<file path="config.mk">
export PLATFORM = sky130hd
export DESIGN_NAME = band_palette_stream_sequencer
export DESIGN_NICKNAME = d
export VERILOG_FILES = /design/src/hdl/bps_pkg.sv /design/src/hdl/bps_cfg.sv /design/src/hdl/bps_plan.sv /design/src/hdl/bps_emit.sv /design/src/hdl/band_palette_stream_sequencer.sv
export VERILOG_INCLUDE_DIRS = /design/src /design/src/hdl
export SDC_FILE = /design/constraint.sdc
export NUM_CORES = 1
export LEC_CHECK = 0
export BUFFER_PORTS_ARGS = -buffer_cell sky130_fd_sc_hd__buf_2
export CORE_ASPECT_RATIO = 0.75
export CORE_UTILIZATION = 50
export CTS_CLUSTER_SIZE = 40
export DETAILED_ROUTE_END_ITERATION = 16
export PLACE_DENSITY = 0.67
export REMOVE_ABC_BUFFERS = 1
export SETUP_SLACK_MARGIN = 0.5
export SYNTH_ARGS = -nofsm -noshare
export SYNTH_HDL_FRONTEND = slang
export SYNTH_SLANG_ARGS = --single-unit
</file>
<file path="constraint.sdc">
create_clock -name clk_i -period 14.05 [get_ports clk_i]
set_input_delay 1.405 -clock clk_i [delete_from_list [all_inputs] [get_ports clk_i]]
set_output_delay 1.405 -clock clk_i [all_outputs]
set_load 0.02 [all_outputs]
</file>
<file path="src/hdl/assert_macros.svh">
// Assertion macros used by the top level of the palette band sequencer.
// Standalone header, no dependencies.
`ifndef ASSERT_MACROS_SVH
`define ASSERT_MACROS_SVH

// Same-cycle implication, disabled during reset.
`define ASSERT_NOW(lbl, clk, rst_n, ante, cons) \
  lbl: assert property (@(posedge clk) disable iff (!(rst_n)) (ante) |-> (cons)) \
    else $error("assertion failed: same-cycle implication");

// Next-cycle implication, disabled during reset.
`define ASSERT_NEXT(lbl, clk, rst_n, ante, cons) \
  lbl: assert property (@(posedge clk) disable iff (!(rst_n)) (ante) |=> (cons)) \
    else $error("assertion failed: next-cycle implication");

`endif

</file>
<file path="src/hdl/bps_pkg.sv">
// Shared types and constants of the palette band sequencer.
// No dependencies.
package bps_pkg;

  localparam int MaxBandsDefault = 8;
  localparam int MaxResults      = 8;

  localparam logic [7:0] WaitLine    = 8'd143;
  localparam logic [7:0] BandLines   = 8'd8;
  localparam logic [2:0] HalfB       = 3'd3;
  localparam logic [2:0] RestoreSlot = 3'd6;
  localparam logic       KindPal     = 1'b0;
  localparam logic       KindLine    = 1'b1;

  typedef enum logic [2:0] {
    CFG_ENABLE         = 3'd0,
    CFG_FIRST_LINE     = 3'd1,
    CFG_END_LINE       = 3'd2,
    CFG_BAND_COUNT     = 3'd3,
    CFG_RESTORE_ENABLE = 3'd4
  } cfg_idx_e;

  typedef struct packed {
    logic       enable;
    logic [7:0] first_line;
    logic [7:0] end_line;
    logic [3:0] band_count;
    logic       restore_enable;
  } cfg_t;

  typedef struct packed {
    logic       kind;
    logic [2:0] slot;
    logic       from_restore;
    logic [4:0] palette_index;
    logic [7:0] line_value;
    logic       wait_window;
  } entry_t;

  typedef struct packed {
    entry_t [MaxResults-1:0] entries;
    logic [3:0]              count;
  } plan_t;

endpackage

</file>
<file path="src/hdl/bps_cfg.sv">
// Configuration register file of the palette band sequencer.
// Depends on bps_pkg.
module bps_cfg
  import bps_pkg::*;
(
  input  logic       clk_i,
  input  logic       rst_ni,
  input  logic       cfg_valid_i,
  output logic       cfg_ready_o,
  input  logic [2:0] cfg_index_i,
  input  logic [7:0] cfg_data_i,
  output cfg_t       cfg_o
);

  cfg_t cfg_q, cfg_d;

  assign cfg_ready_o = 1'b1;
  assign cfg_o       = cfg_q;

  always_comb begin
    cfg_d = cfg_q;
    if (cfg_valid_i) begin
      unique case (cfg_idx_e'(cfg_index_i))
        CFG_ENABLE:         cfg_d.enable         = cfg_data_i[0];
        CFG_FIRST_LINE:     cfg_d.first_line     = cfg_data_i;
        CFG_END_LINE:       cfg_d.end_line       = cfg_data_i;
        CFG_BAND_COUNT:     cfg_d.band_count     = cfg_data_i[3:0];
        CFG_RESTORE_ENABLE: cfg_d.restore_enable = cfg_data_i[0];
        default:            cfg_d = cfg_q;
      endcase
    end
  end

  always_ff @(posedge clk_i or negedge rst_ni) begin
    if (!rst_ni) begin
      cfg_q <= '0;
    end else begin
      cfg_q <= cfg_d;
    end
  end

endmodule

</file>
<file path="src/hdl/bps_plan.sv">
// Input register, phase counter and per-event result planning.
// Depends on bps_pkg.
module bps_plan
  import bps_pkg::*;
#(
  parameter int MAX_BANDS = MaxBandsDefault
) (
  input  logic       clk_i,
  input  logic       rst_ni,
  input  cfg_t       cfg_i,
  input  logic       in_valid_i,
  output logic       in_stall_o,
  input  logic       action_i,
  input  logic [7:0] current_line_i,
  output logic       plan_valid_o,
  input  logic       plan_ready_i,
  output plan_t      plan_o
);

  localparam logic [3:0] MaxBandsW = 4'(MAX_BANDS);

  logic       a_valid_q;
  logic       a_action_q;
  logic [7:0] a_line_q;
  logic [3:0] phase_q, phase_d;
  logic       a_move;

  logic [3:0] bands;
  logic [3:0] ph_inc;
  logic [5:0] ph3;
  logic       wait_w;
  logic       t0_en, t1_en, w6_en, ln_en;
  logic [2:0] t0_slot, t1_slot;
  logic       t0_fr, t1_fr;
  logic [4:0] t0_idx, t1_idx;
  logic [7:0] ln_val;
  plan_t      plan;

  assign bands  = (cfg_i.band_count > MaxBandsW) ? MaxBandsW : cfg_i.band_count;
  assign ph_inc = (phase_q == 4'hF) ? phase_q : phase_q + 4'd1;
  assign ph3    = {1'b0, phase_q, 1'b0} + {2'b00, phase_q};
  assign wait_w = a_line_q < WaitLine;

  always_comb begin
    t0_en   = 1'b0;
    t1_en   = 1'b0;
    w6_en   = 1'b0;
    ln_en   = 1'b0;
    t0_slot = '0;
    t1_slot = '0;
    t0_fr   = 1'b0;
    t1_fr   = 1'b0;
    t0_idx  = '0;
    t1_idx  = '0;
    ln_val  = '0;
    phase_d = phase_q;
    if (cfg_i.enable) begin
      if (!a_action_q && cfg_i.restore_enable) begin
        t0_en   = 1'b1;
        t0_fr   = 1'b1;
        t1_en   = 1'b1;
        t1_slot = HalfB;
        t1_fr   = 1'b1;
        t1_idx  = {2'b00, HalfB};
        w6_en   = 1'b1;
        ln_en   = 1'b1;
        ln_val  = cfg_i.first_line - BandLines;
        phase_d = 4'd0;
      end else if (!a_action_q || phase_q == 4'd0) begin
        // lead-in: first one or two bands
        t0_en   = 1'b1;
        t1_en   = bands > 4'd1;
        t1_slot = HalfB;
        t1_idx  = {2'b00, HalfB};
        phase_d = 4'd2;
        if (bands > 4'd2) begin
          ln_en  = 1'b1;
          ln_val = cfg_i.first_line + BandLines;
        end else if (cfg_i.restore_enable) begin
          ln_en   = 1'b1;
          ln_val  = cfg_i.end_line - BandLines;
          phase_d = bands;
        end
      end else if (phase_q < bands) begin
        t0_en   = 1'b1;
        t0_slot = phase_q[0] ? HalfB : 3'd0;
        t0_idx  = ph3[4:0];
        phase_d = ph_inc;
        if ({1'b0, phase_q} + 5'd1 < {1'b0, bands}) begin
          ln_en  = 1'b1;
          ln_val = cfg_i.first_line + {1'b0, phase_q, 3'b000};
        end else if (cfg_i.restore_enable) begin
          ln_en  = 1'b1;
          ln_val = cfg_i.end_line - BandLines;
        end
      end else if (cfg_i.restore_enable && phase_q == bands) begin
        t0_en   = 1'b1;
        t0_slot = bands[0] ? HalfB : 3'd0;
        t0_fr   = 1'b1;
        t0_idx  = {2'b00, t0_slot};
        w6_en   = 1'b1;
        ln_en   = 1'b1;
        ln_val  = cfg_i.end_line;
        phase_d = ph_inc;
      end else if (cfg_i.restore_enable && {1'b0, phase_q} == {1'b0, bands} + 5'd1) begin
        t0_en   = 1'b1;
        t0_slot = bands[0] ? 3'd0 : HalfB;
        t0_fr   = 1'b1;
        t0_idx  = {2'b00, t0_slot};
        phase_d = ph_inc;
      end
    end
  end

  // expand the plan into the ordered result list
  always_comb begin
    logic [3:0] n;
    n    = '0;
    plan = '0;
    if (t0_en) begin
      for (int k = 0; k < 3; k++) begin
        plan.entries[n[2:0]] = '{kind: KindPal, slot: t0_slot + 3'(k), from_restore: t0_fr,
                                 palette_index: t0_idx + 5'(k), line_value: 8'd0,
                                 wait_window: wait_w};
        n = n + 4'd1;
      end
    end
    if (t1_en) begin
      for (int k = 0; k < 3; k++) begin
        plan.entries[n[2:0]] = '{kind: KindPal, slot: t1_slot + 3'(k), from_restore: t1_fr,
                                 palette_index: t1_idx + 5'(k), line_value: 8'd0,
                                 wait_window: wait_w};
        n = n + 4'd1;
      end
    end
    if (w6_en) begin
      plan.entries[n[2:0]] = '{kind: KindPal, slot: RestoreSlot, from_restore: 1'b1,
                               palette_index: {2'b00, RestoreSlot}, line_value: 8'd0,
                               wait_window: wait_w};
      n = n + 4'd1;
    end
    if (ln_en) begin
      plan.entries[n[2:0]] = '{kind: KindLine, slot: 3'd0, from_restore: 1'b0,
                               palette_index: 5'd0, line_value: ln_val, wait_window: 1'b0};
      n = n + 4'd1;
    end
    plan.count = n;
  end

  assign plan_o       = plan;
  assign plan_valid_o = a_valid_q && (plan.count != 4'd0);
  assign a_move       = a_valid_q && ((plan.count == 4'd0) || plan_ready_i);
  assign in_stall_o   = a_valid_q && !a_move;

  always_ff @(posedge clk_i or negedge rst_ni) begin
    if (!rst_ni) begin
      a_valid_q <= 1'b0;
      phase_q   <= '0;
    end else begin
      if (a_move) begin
        phase_q <= phase_d;
      end
      if (!in_stall_o) begin
        a_valid_q <= in_valid_i;
      end
    end
  end

  always_ff @(posedge clk_i) begin
    if (in_valid_i && !in_stall_o) begin
      a_action_q <= action_i;
      a_line_q   <= current_line_i;
    end
  end

endmodule

</file>
<file path="src/hdl/bps_emit.sv">
// Plan buffer and output register: sends one result per cycle while out_stall_i is low.
// Depends on bps_pkg.
module bps_emit
  import bps_pkg::*;
(
  input  logic  clk_i,
  input  logic  rst_ni,
  input  logic  plan_valid_i,
  output logic  plan_ready_o,
  input  plan_t plan_i,
  output logic  out_valid_o,
  input  logic  out_stall_i,
  output entry_t entry_o,
  output logic  last_o
);

  logic       b_valid_q;
  plan_t      b_plan_q;
  logic [2:0] b_idx_q;
  logic       c_valid_q;
  entry_t     c_entry_q;
  logic       c_last_q;
  logic       cur_last;
  logic       c_load;
  logic       b_done;

  assign cur_last     = ({1'b0, b_idx_q} + 4'd1) == b_plan_q.count;
  assign c_load       = b_valid_q && (!c_valid_q || !out_stall_i);
  assign b_done       = c_load && cur_last;
  assign plan_ready_o = !b_valid_q || b_done;

  always_ff @(posedge clk_i or negedge rst_ni) begin
    if (!rst_ni) begin
      b_valid_q <= 1'b0;
      b_idx_q   <= '0;
      c_valid_q <= 1'b0;
    end else begin
      if (plan_valid_i && plan_ready_o) begin
        b_valid_q <= 1'b1;
        b_idx_q   <= '0;
      end else if (b_done) begin
        b_valid_q <= 1'b0;
      end else if (c_load) begin
        b_idx_q <= b_idx_q + 3'd1;
      end
      if (c_load) begin
        c_valid_q <= 1'b1;
      end else if (!out_stall_i) begin
        c_valid_q <= 1'b0;
      end
    end
  end

  always_ff @(posedge clk_i) begin
    if (plan_valid_i && plan_ready_o) begin
      b_plan_q <= plan_i;
    end
    if (c_load) begin
      c_entry_q <= b_plan_q.entries[b_idx_q];
      c_last_q  <= cur_last;
    end
  end

  assign out_valid_o = c_valid_q;
  assign entry_o     = c_entry_q;
  assign last_o      = c_last_q;

endmodule

</file>
<file path="src/hdl/band_palette_stream_sequencer.sv">
// Top level of the palette band sequencer: config, planner and emitter.
// Depends on bps_pkg, bps_cfg, bps_plan, bps_emit and assert_macros.svh.
//
// channel  direction  handshake                 payload
// cfg      in         cfg_valid_i/cfg_ready_o   cfg_index_i, cfg_data_i
// in       in         in_valid_i/in_stall_o     action_i, current_line_i
// out      out        out_valid_o/out_stall_i   kind_o .. last_o
//
// An event is held in the input register, then in the plan buffer, and its
// N results (0 to 8) leave one per cycle from the output register while
// out_stall_i is low; the single output port sets the event rate. Reset
// clears the config, the phase counter and all valid flags. An output stall
// backs up through the plan buffer to in_stall_o.
`include "assert_macros.svh"

module band_palette_stream_sequencer
  import bps_pkg::*;
#(
  parameter int MAX_BANDS = MaxBandsDefault
) (
  input  logic       clk_i,
  input  logic       rst_ni,
  input  logic       cfg_valid_i,
  output logic       cfg_ready_o,
  input  logic [2:0] cfg_index_i,
  input  logic [7:0] cfg_data_i,
  input  logic       in_valid_i,
  output logic       in_stall_o,
  input  logic       action_i,
  input  logic [7:0] current_line_i,
  output logic       out_valid_o,
  input  logic       out_stall_i,
  output logic       kind_o,
  output logic [2:0] slot_o,
  output logic       from_restore_o,
  output logic [4:0] palette_index_o,
  output logic [7:0] line_value_o,
  output logic       wait_window_o,
  output logic       last_o
);

  cfg_t   cfg;
  plan_t  plan;
  logic   plan_valid;
  logic   plan_ready;
  entry_t entry;

  bps_cfg u_cfg (
    .clk_i       (clk_i),
    .rst_ni      (rst_ni),
    .cfg_valid_i (cfg_valid_i),
    .cfg_ready_o (cfg_ready_o),
    .cfg_index_i (cfg_index_i),
    .cfg_data_i  (cfg_data_i),
    .cfg_o       (cfg)
  );

  bps_plan #(
    .MAX_BANDS (MAX_BANDS)
  ) u_plan (
    .clk_i          (clk_i),
    .rst_ni         (rst_ni),
    .cfg_i          (cfg),
    .in_valid_i     (in_valid_i),
    .in_stall_o     (in_stall_o),
    .action_i       (action_i),
    .current_line_i (current_line_i),
    .plan_valid_o   (plan_valid),
    .plan_ready_i   (plan_ready),
    .plan_o         (plan)
  );

  bps_emit u_emit (
    .clk_i        (clk_i),
    .rst_ni       (rst_ni),
    .plan_valid_i (plan_valid),
    .plan_ready_o (plan_ready),
    .plan_i       (plan),
    .out_valid_o  (out_valid_o),
    .out_stall_i  (out_stall_i),
    .entry_o      (entry),
    .last_o       (last_o)
  );

  assign kind_o          = entry.kind;
  assign slot_o          = entry.slot;
  assign from_restore_o  = entry.from_restore;
  assign palette_index_o = entry.palette_index;
  assign line_value_o    = entry.line_value;
  assign wait_window_o   = entry.wait_window;

  `ASSERT_NOW(a_line_is_last, clk_i, rst_ni, out_valid_o && kind_o, last_o)
  `ASSERT_NOW(a_line_clean, clk_i, rst_ni, out_valid_o && kind_o,
              slot_o == 3'd0 && !from_restore_o && palette_index_o == 5'd0 && !wait_window_o)
  `ASSERT_NOW(a_write_clean, clk_i, rst_ni, out_valid_o && !kind_o,
              line_value_o == 8'd0 && slot_o != 3'd7)
  `ASSERT_NOW(a_slot6_restore, clk_i, rst_ni, out_valid_o && !kind_o && slot_o == RestoreSlot,
              from_restore_o && palette_index_o == 5'd6)

endmodule

</file>
Yosys cells after proc, flatten, opt, wreduce, memory -nomap -nowiden
Cells that the tools add are included.
Widths: inputs -> output; s select.
Word-level totals
  register bits after elaboration: 217
  input port bits: 25
  logic and storage cells: 254
  output and inout port bits: 23
Operators by class
  equality and inequality tests: 10
  add/subtract/negate cells: 23
  multiplexer cells: 97
  order comparisons: 17
  reductions and logical operators: 39
Operators with widths (number)
  $bwmux 152: 5
  $mux 152: 3
  $demux 19 s3: 5
  $mux 19: 6
  $mux 8: 8
  $bmux 19 s3: 1
  $mux 56: 1
  $mux 4: 12
  $mux 3: 12
  $mux 5: 7
  $mux 1: 31
  $add 4x1->4 const B: 5
  $lt 3x4->1 const B: 5
  $sub 8x4->8 const B: 2
  $logic_and 1x1->1: 15
  $ge 3x1->1 const B: 4
  $mux 2: 6
  $reduce_and 2->1: 6
  $add 4x1->5 const B: 2
  $add 5x1->5 const B: 2
  $add 5x2->5 const B: 2
  $add 3x1->3 const B: 3
  $add 8x4->8 const B: 1
  $add 8x7->8: 1
  other kinds (28): 41

Logic depth before layout (Yosys ltp)
  depth after elaboration: 27
  gate-level depth with buffers: 21
  depth with buffers taken out: 19

By module
Synthesis repeated with hierarchy kept, for this count alone.
Unflattened totals
  cell total of the unflattened synthesis: 812
  area, all modules: 11055.6 µm²
By module, submodules not included
  bps_emit: cells each 283, area each 6805.3 µm², times used 1
  bps_plan: cells each 476, area each 3303.2 µm², times used 1
  bps_cfg: cells each 53, area each 947.2 µm², times used 1

Least setup slack after synthesis
Ideal clock, no wire load.
  path type: reg2reg
  start point: register u_cfg.cfg_q, in the netlist u_cfg.cfg_o[4]
  end point: register u_emit.b_plan_q[0] (netlist name) (enable)
  data arrival time: 8.784 ns
  data required time: 13.448 ns
  setup time: 0.602 ns
  clock period less this slack: 9.387 ns
  buffers on the path: 1
  cell stages (with the launch flop): 20
  path slack: 4.663 ns
  cell sequence: dfrtp_1 -> inv_1 -> nand2_1 -> ha_1 -> xor2_1 -> or3_1 -> nor3_1 -> nor4_1 -> nor2_2 -> ha_1 -> clkbuf_1 -> nand3_1 -> a211o_1 -> a21oi_1 -> ha_1 -> o211ai_1 -> a211oi_1 -> o221ai_2 -> nand2_1 -> nor2_1
Between the ends
  cells in the longest elaborated chain, start to end: 23
Ends and longest elaborated chain
  start: declaration: line bps_cfg.sv:15  | cfg_t cfg_q, cfg_d;
  start signal: assignment: line bps_cfg.sv:38  | cfg_q <= cfg_d;
  $gt 4x4->1: line bps_plan.sv:39  | assign bands = (cfg_i.band_count > MaxBandsW) ? MaxBandsW : cfg_i.band_count;
  $mux 4 (*): line bps_plan.sv:39
  $add 4x1->5: line bps_plan.sv:105  | end else if (cfg_i.restore_enable && {1'b0, phase_q} == {1'b0, bands} + 5'd1) begin
  $eq 4x5->1: line bps_plan.sv:105
  $logic_and 1x1->1: line bps_plan.sv:105
  $mux 1: line bps_plan.sv:105
  $mux 1: line bps_plan.sv:96  | end else if (cfg_i.restore_enable && phase_q == bands) begin
  $mux 1: line bps_plan.sv:84  | end else if (phase_q < bands) begin
  [7 not listed]
  $mux 4: line bps_plan.sv:128  | if (t1_en) begin
  $add 4x1->4: line bps_plan.sv:140  | n = n + 4'd1;
  $mux 4: line bps_plan.sv:136  | if (w6_en) begin
  $add 4x1->4: line bps_plan.sv:145  | n = n + 4'd1;
  $mux 4 (*): line bps_plan.sv:142  | if (ln_en) begin
  $reduce_bool 4->1 (*): line bps_plan.sv:151  | assign plan_valid_o = a_valid_q && (plan.count != 4'd0);
  $logic_and 1x1->1 (*): line bps_plan.sv:151
  $logic_and 1x1->1 (*): line bps_emit.sv:55  | if (plan_valid_i && plan_ready_o) begin
  end signal: assignment: line bps_emit.sv:56  | b_plan_q <= plan_i;
  end: declaration: line bps_emit.sv:18  | plan_t b_plan_q;
Every way passes the cells marked *; elsewhere a longest branch is shown, timed or not.
A chain may end at the register's enable or synchronous reset.

Final worst setup path
  start point: register u_cfg.cfg_q, in the netlist u_cfg.cfg_o[4]
  end point: output port in_stall_o
Between the ends
  cells in the longest elaborated chain, start to end: 25
Ends and longest elaborated chain
  $gt 4x4->1: line bps_plan.sv:39
  $mux 4 (*): line bps_plan.sv:39
  $add 4x1->5: line bps_plan.sv:105
  $eq 4x5->1: line bps_plan.sv:105
  $logic_and 1x1->1: line bps_plan.sv:105
  $mux 1: line bps_plan.sv:105
  $mux 1: line bps_plan.sv:96
  $mux 1: line bps_plan.sv:84
  [9 not listed]
  $mux 4: line bps_plan.sv:136
  $add 4x1->4: line bps_plan.sv:145
  $mux 4 (*): line bps_plan.sv:142
  $logic_not 4->1 (*): line bps_plan.sv:152  | assign a_move = a_valid_q && ((plan.count == 4'd0) || plan_ready_i);
  $logic_or 1x1->1 (*): line bps_plan.sv:152
  $logic_and 1x1->1 (*): line bps_plan.sv:152
  $logic_not 1->1 (*): line bps_plan.sv:153  | assign in_stall_o = a_valid_q && !a_move;
  $logic_and 1x1->1 (*): line bps_plan.sv:153
  end: declaration: line band_palette_stream_sequencer.sv:28  | output logic in_stall_o,
Marked as above.

==> impl_metrics.env <==
export IMPL_max_slew_margin=0.2000
export IMPL_p_total_uw=2334
export IMPL_critPathMaxFanout=13
export IMPL_synth_cell_types=69
export IMPL_syn2layout_area_growth_pct=11.19
export IMPL_clock_fmax_mhz=150.9
export IMPL_synth_top_cell_by_area="edfxtp_1"
export IMPL_rsz0062_at_grt="false"
export IMPL_leakage_uw=0.003820
export IMPL_clock_root_buffer="clkbuf_16"
export IMPL_min_to="u_emit.out_valid_o"
export IMPL_drt_pass1_iterations=7
export IMPL_finalSetupViolCount=0
export IMPL_synth_area_per_cell_um2=12.07
export IMPL_r2r_cells=16
export IMPL_yosys_register_bits=181
export IMPL_final_cell_area_um2=10290
export IMPL_critPathCaptureType="output pin"
export IMPL_hold_viol=0
export IMPL_grt_pass1_vias=5931
export IMPL_switching_share=0.3936
export IMPL_drive_gt1_frac=0.1854
export IMPL_io_buffer_count=46
export IMPL_final_common_cell="edfxtp_1"
export IMPL_startpoint="u_cfg.cfg_o[4]"
export IMPL_max_cap_violations=0
export IMPL_yosysWarnings=0
export IMPL_antenna_cells=0
export IMPL_nets=865
export IMPL_totalWireLength_um=20350
export IMPL_drc=0
export IMPL_path_clk_slew_ps=70
export IMPL_hold_path_cell_count=1
export IMPL_cts_resized=0
export IMPL_max_stage_delay_ps=490
export IMPL_ant_nets=0
export IMPL_worstPathCellList="inv_1 > nand2_1 > inv_1 > ha_1 > or3_1 > nor3_1 > nor4_1 > nor2_2 > ha_1 > xnor2_2 > nand2_1 > ha_1 > o211ai_1 > a211oi_1 > o221ai_2 > nand2_1 > nor2_1 > buf_2"
export IMPL_wl_per_cell_um=19.16
export IMPL_maxSlewViolCount=0
export IMPL_cts_tree="yes"
export IMPL_ioPinCount=48
export IMPL_critPathKind="reg -> out"
export IMPL_finalCritPeriodShare=0.4715
export IMPL_dieArea_um2=19070
export IMPL_initial_core_util=0.5182
export IMPL_clk_latency_ps=430
export IMPL_vias=6043
export IMPL_clock_skew_final_ps=11.41
export IMPL_cts_buffer_depth=2
export IMPL_clock_sinks=181
export IMPL_grt_use_total=0.2284
export IMPL_layout_common_cells="edfxtp_1 (149), nor2_1 (121), nand2_1 (69), buf_2 (46), a21oi_1 (39)"
export IMPL_die_y_um=119.9
export IMPL_drt_iter0_markers=537
export IMPL_rows=42
export IMPL_antenna_found_initial=0
export IMPL_grt_pass1_wl_um=32700
export IMPL_holdCritPathClass="reg -> reg"
export IMPL_h_tree_depth=4
export IMPL_grt_max_degree=95
export IMPL_die_w_um=159.1
export IMPL_post_cts_buffers=0
export IMPL_worst_pin_slew_ps=1189
export IMPL_yosysTopAreaCellShare=0.4832
export IMPL_vias_per_cell=5.690
export IMPL_reg2reg_slack_ps=7580
export IMPL_grt_overflow_total=0
export IMPL_finalSetupTns_ps=0
export IMPL_gp_congestion=0.9153
export IMPL_dpl_instance_area_um2=9708
export IMPL_critPathRequiredTime_ps=12650
export IMPL_worst_path_max_delay_cell="ha_1"
export IMPL_synthArstFlopShare=0.1768
export IMPL_dp_hpwl_um=14360
export IMPL_fillers=1472
export IMPL_clockPowerShare=0.206
export IMPL_netlist_instances=767
export IMPL_ir_drop_mv=0.1026
export IMPL_synth_edf_count=149
export IMPL_power_frac_comb=0.440
export IMPL_r2r_start="u_plan.phase_q[1]"
export IMPL_syn_area_um2=9259
export IMPL_cts_inserted_buffers=17
export IMPL_synth_flop_cell="edfxtp_1"
export IMPL_r2r_end="u_emit.b_plan_q[69]"
export IMPL_hold_start="u_emit.b_valid_q"
export IMPL_power_density_nw_per_um2=226.7
export IMPL_status="completed"
export IMPL_fin_crit_ps=6625
export IMPL_p_sw_uw=918.5
export IMPL_hold_buffers=0
export IMPL_cp_arrival_ps=5220
export IMPL_seq_power_share=0.354
export IMPL_p_int_uw=1415
export IMPL_core_area_um2=17870
export IMPL_ys_seq_area_frac=0.5697
export IMPL_worstSetupStartpointType="flip-flop"
export IMPL_synthTopCellsByArea="edfxtp_1 (48%), dfrtp_1 (8.6%), mux4_2 (6.3%)"
==> through the flow <==
stage | worst slack (ps) | instances | utilization | hold WS [ps]
global route | 7023 | 1062 | 0.5762 | 558.8
detailed placement | 7676 | 1030 | 0.5433 | 496.7
CTS | 7428 | 1062 | 0.5762 | 512.9
floorplan | 4741 | 737 | - | 462.3
finish | 7425 | 1062 | 0.5762 | 506.5
global placement | 7889 | 1030 | 0.5433 | 491.1
==> flip-flops by register name, summed over array words and instances (netlist names) <==
signal	cells
u_emit.last_o	1
u_plan.a_line_q	8
u_cfg.cfg_o	22
u_plan.a_action_q	1
u_emit.entry_o	18
u_emit.b_idx_q	3
u_emit.b_plan_q	121
u_emit.b_valid_q	1
u_plan.phase_q	4
u_plan.a_valid_q	1
u_emit.out_valid_o	1
==> critical path: cells and delay by family (launching register included) <==
kind            cells  cell delay, ps
simple gates        8            1690
fa+ha+maj           3            1110
compound gates      3             720
buf+inv             3             480
flops               1             420
xor+xnor            1             360
==> per-layer routing <==
metal / routed length [µm] / global-route usage / up-vias
met2: 9330 / 0.3525 / 187
met4: 225 / 0.06430 / 0
met3: 1066 / 0.04217 / 20
met1: 9731 / 0.3323 / 2972
met5: 0 / 0 / -
li1: - / - / 2864
==> area by class of cell <==
cell class / count / area (µm²) / area share
Tap cell: 242 / 302.8 / 0.02941
Clock inverter: 13 / 153.9 / 0.01495
Clock buffer: 19 / 432.9 / 0.04205
Sequential cell: 181 / 5276 / 0.5125
Timing Repair Buffer: 51 / 267.8 / 0.02601
Multi-Input combinational cell: 521 / 3730 / 0.3623
Inverter: 35 / 131.4 / 0.01276
==> synthesized netlist by cell type (3+ instances only) <==
library cell and number:
and2_1 5, o211ai_1 5, nand3_1 13, nor2_1 122
nand2b_1 8, o21a_1 3, mux2_2 30, mux2i_1 7
buf_1 3, clkbuf_1 17, o21ai_0 23, a211oi_1 3
xor2_1 14, nor2b_1 10, inv_1 32, a31oi_1 6
edfxtp_1 149, nand2_1 69, a21o_1 8, a221oi_1 8
nor4_1 4, mux4_2 26, a21oi_1 39, xnor2_1 19
buf_2 8, ha_1 31, nor3_1 17, o21ai_1 5
dfrtp_1 32
==> logic make-up after synthesis <==
logic type,after synthesis,share of synthesized area
adders and majority gates,33,0.04622
AOI/OAI and AO/OA,126,0.09108
muxes,63,0.1073
DFF,181,0.5697
and+or+nand+nor,263,0.1236
buffers and inverters,65,0.02824
other,2,0.0008111
xor gates and xnor gates,34,0.03297
==> worst max-delay path by stage <==
stage / end / slack [ps] / cells after the start
floorplan: u_emit.b_plan_q[0] / 4740 / 18
global placement: u_emit.b_plan_q[121] / 7890 / 19
detailed placement: u_emit.b_plan_q[140] / 7680 / 19
CTS: in_stall_o / 7430 / 18
global route: in_stall_o / 7020 / 18
finish: in_stall_o / 7430 / 18
==> power by group through the flow <==
stage / clock network [µW] / registers [µW] / logic (µW)
6_report: 481 / 826 / 1030
5_1_grt: 508 / 839 / 1130
3_5_place_dp: 0 / 837 / 1020
2_1_floorplan: 0 / 899 / 685
3_3_place_gp: 0 / 830 / 1010
4_1_cts: 488 / 826 / 1030
No activity file was read; power rests on OpenSTA's default activity.
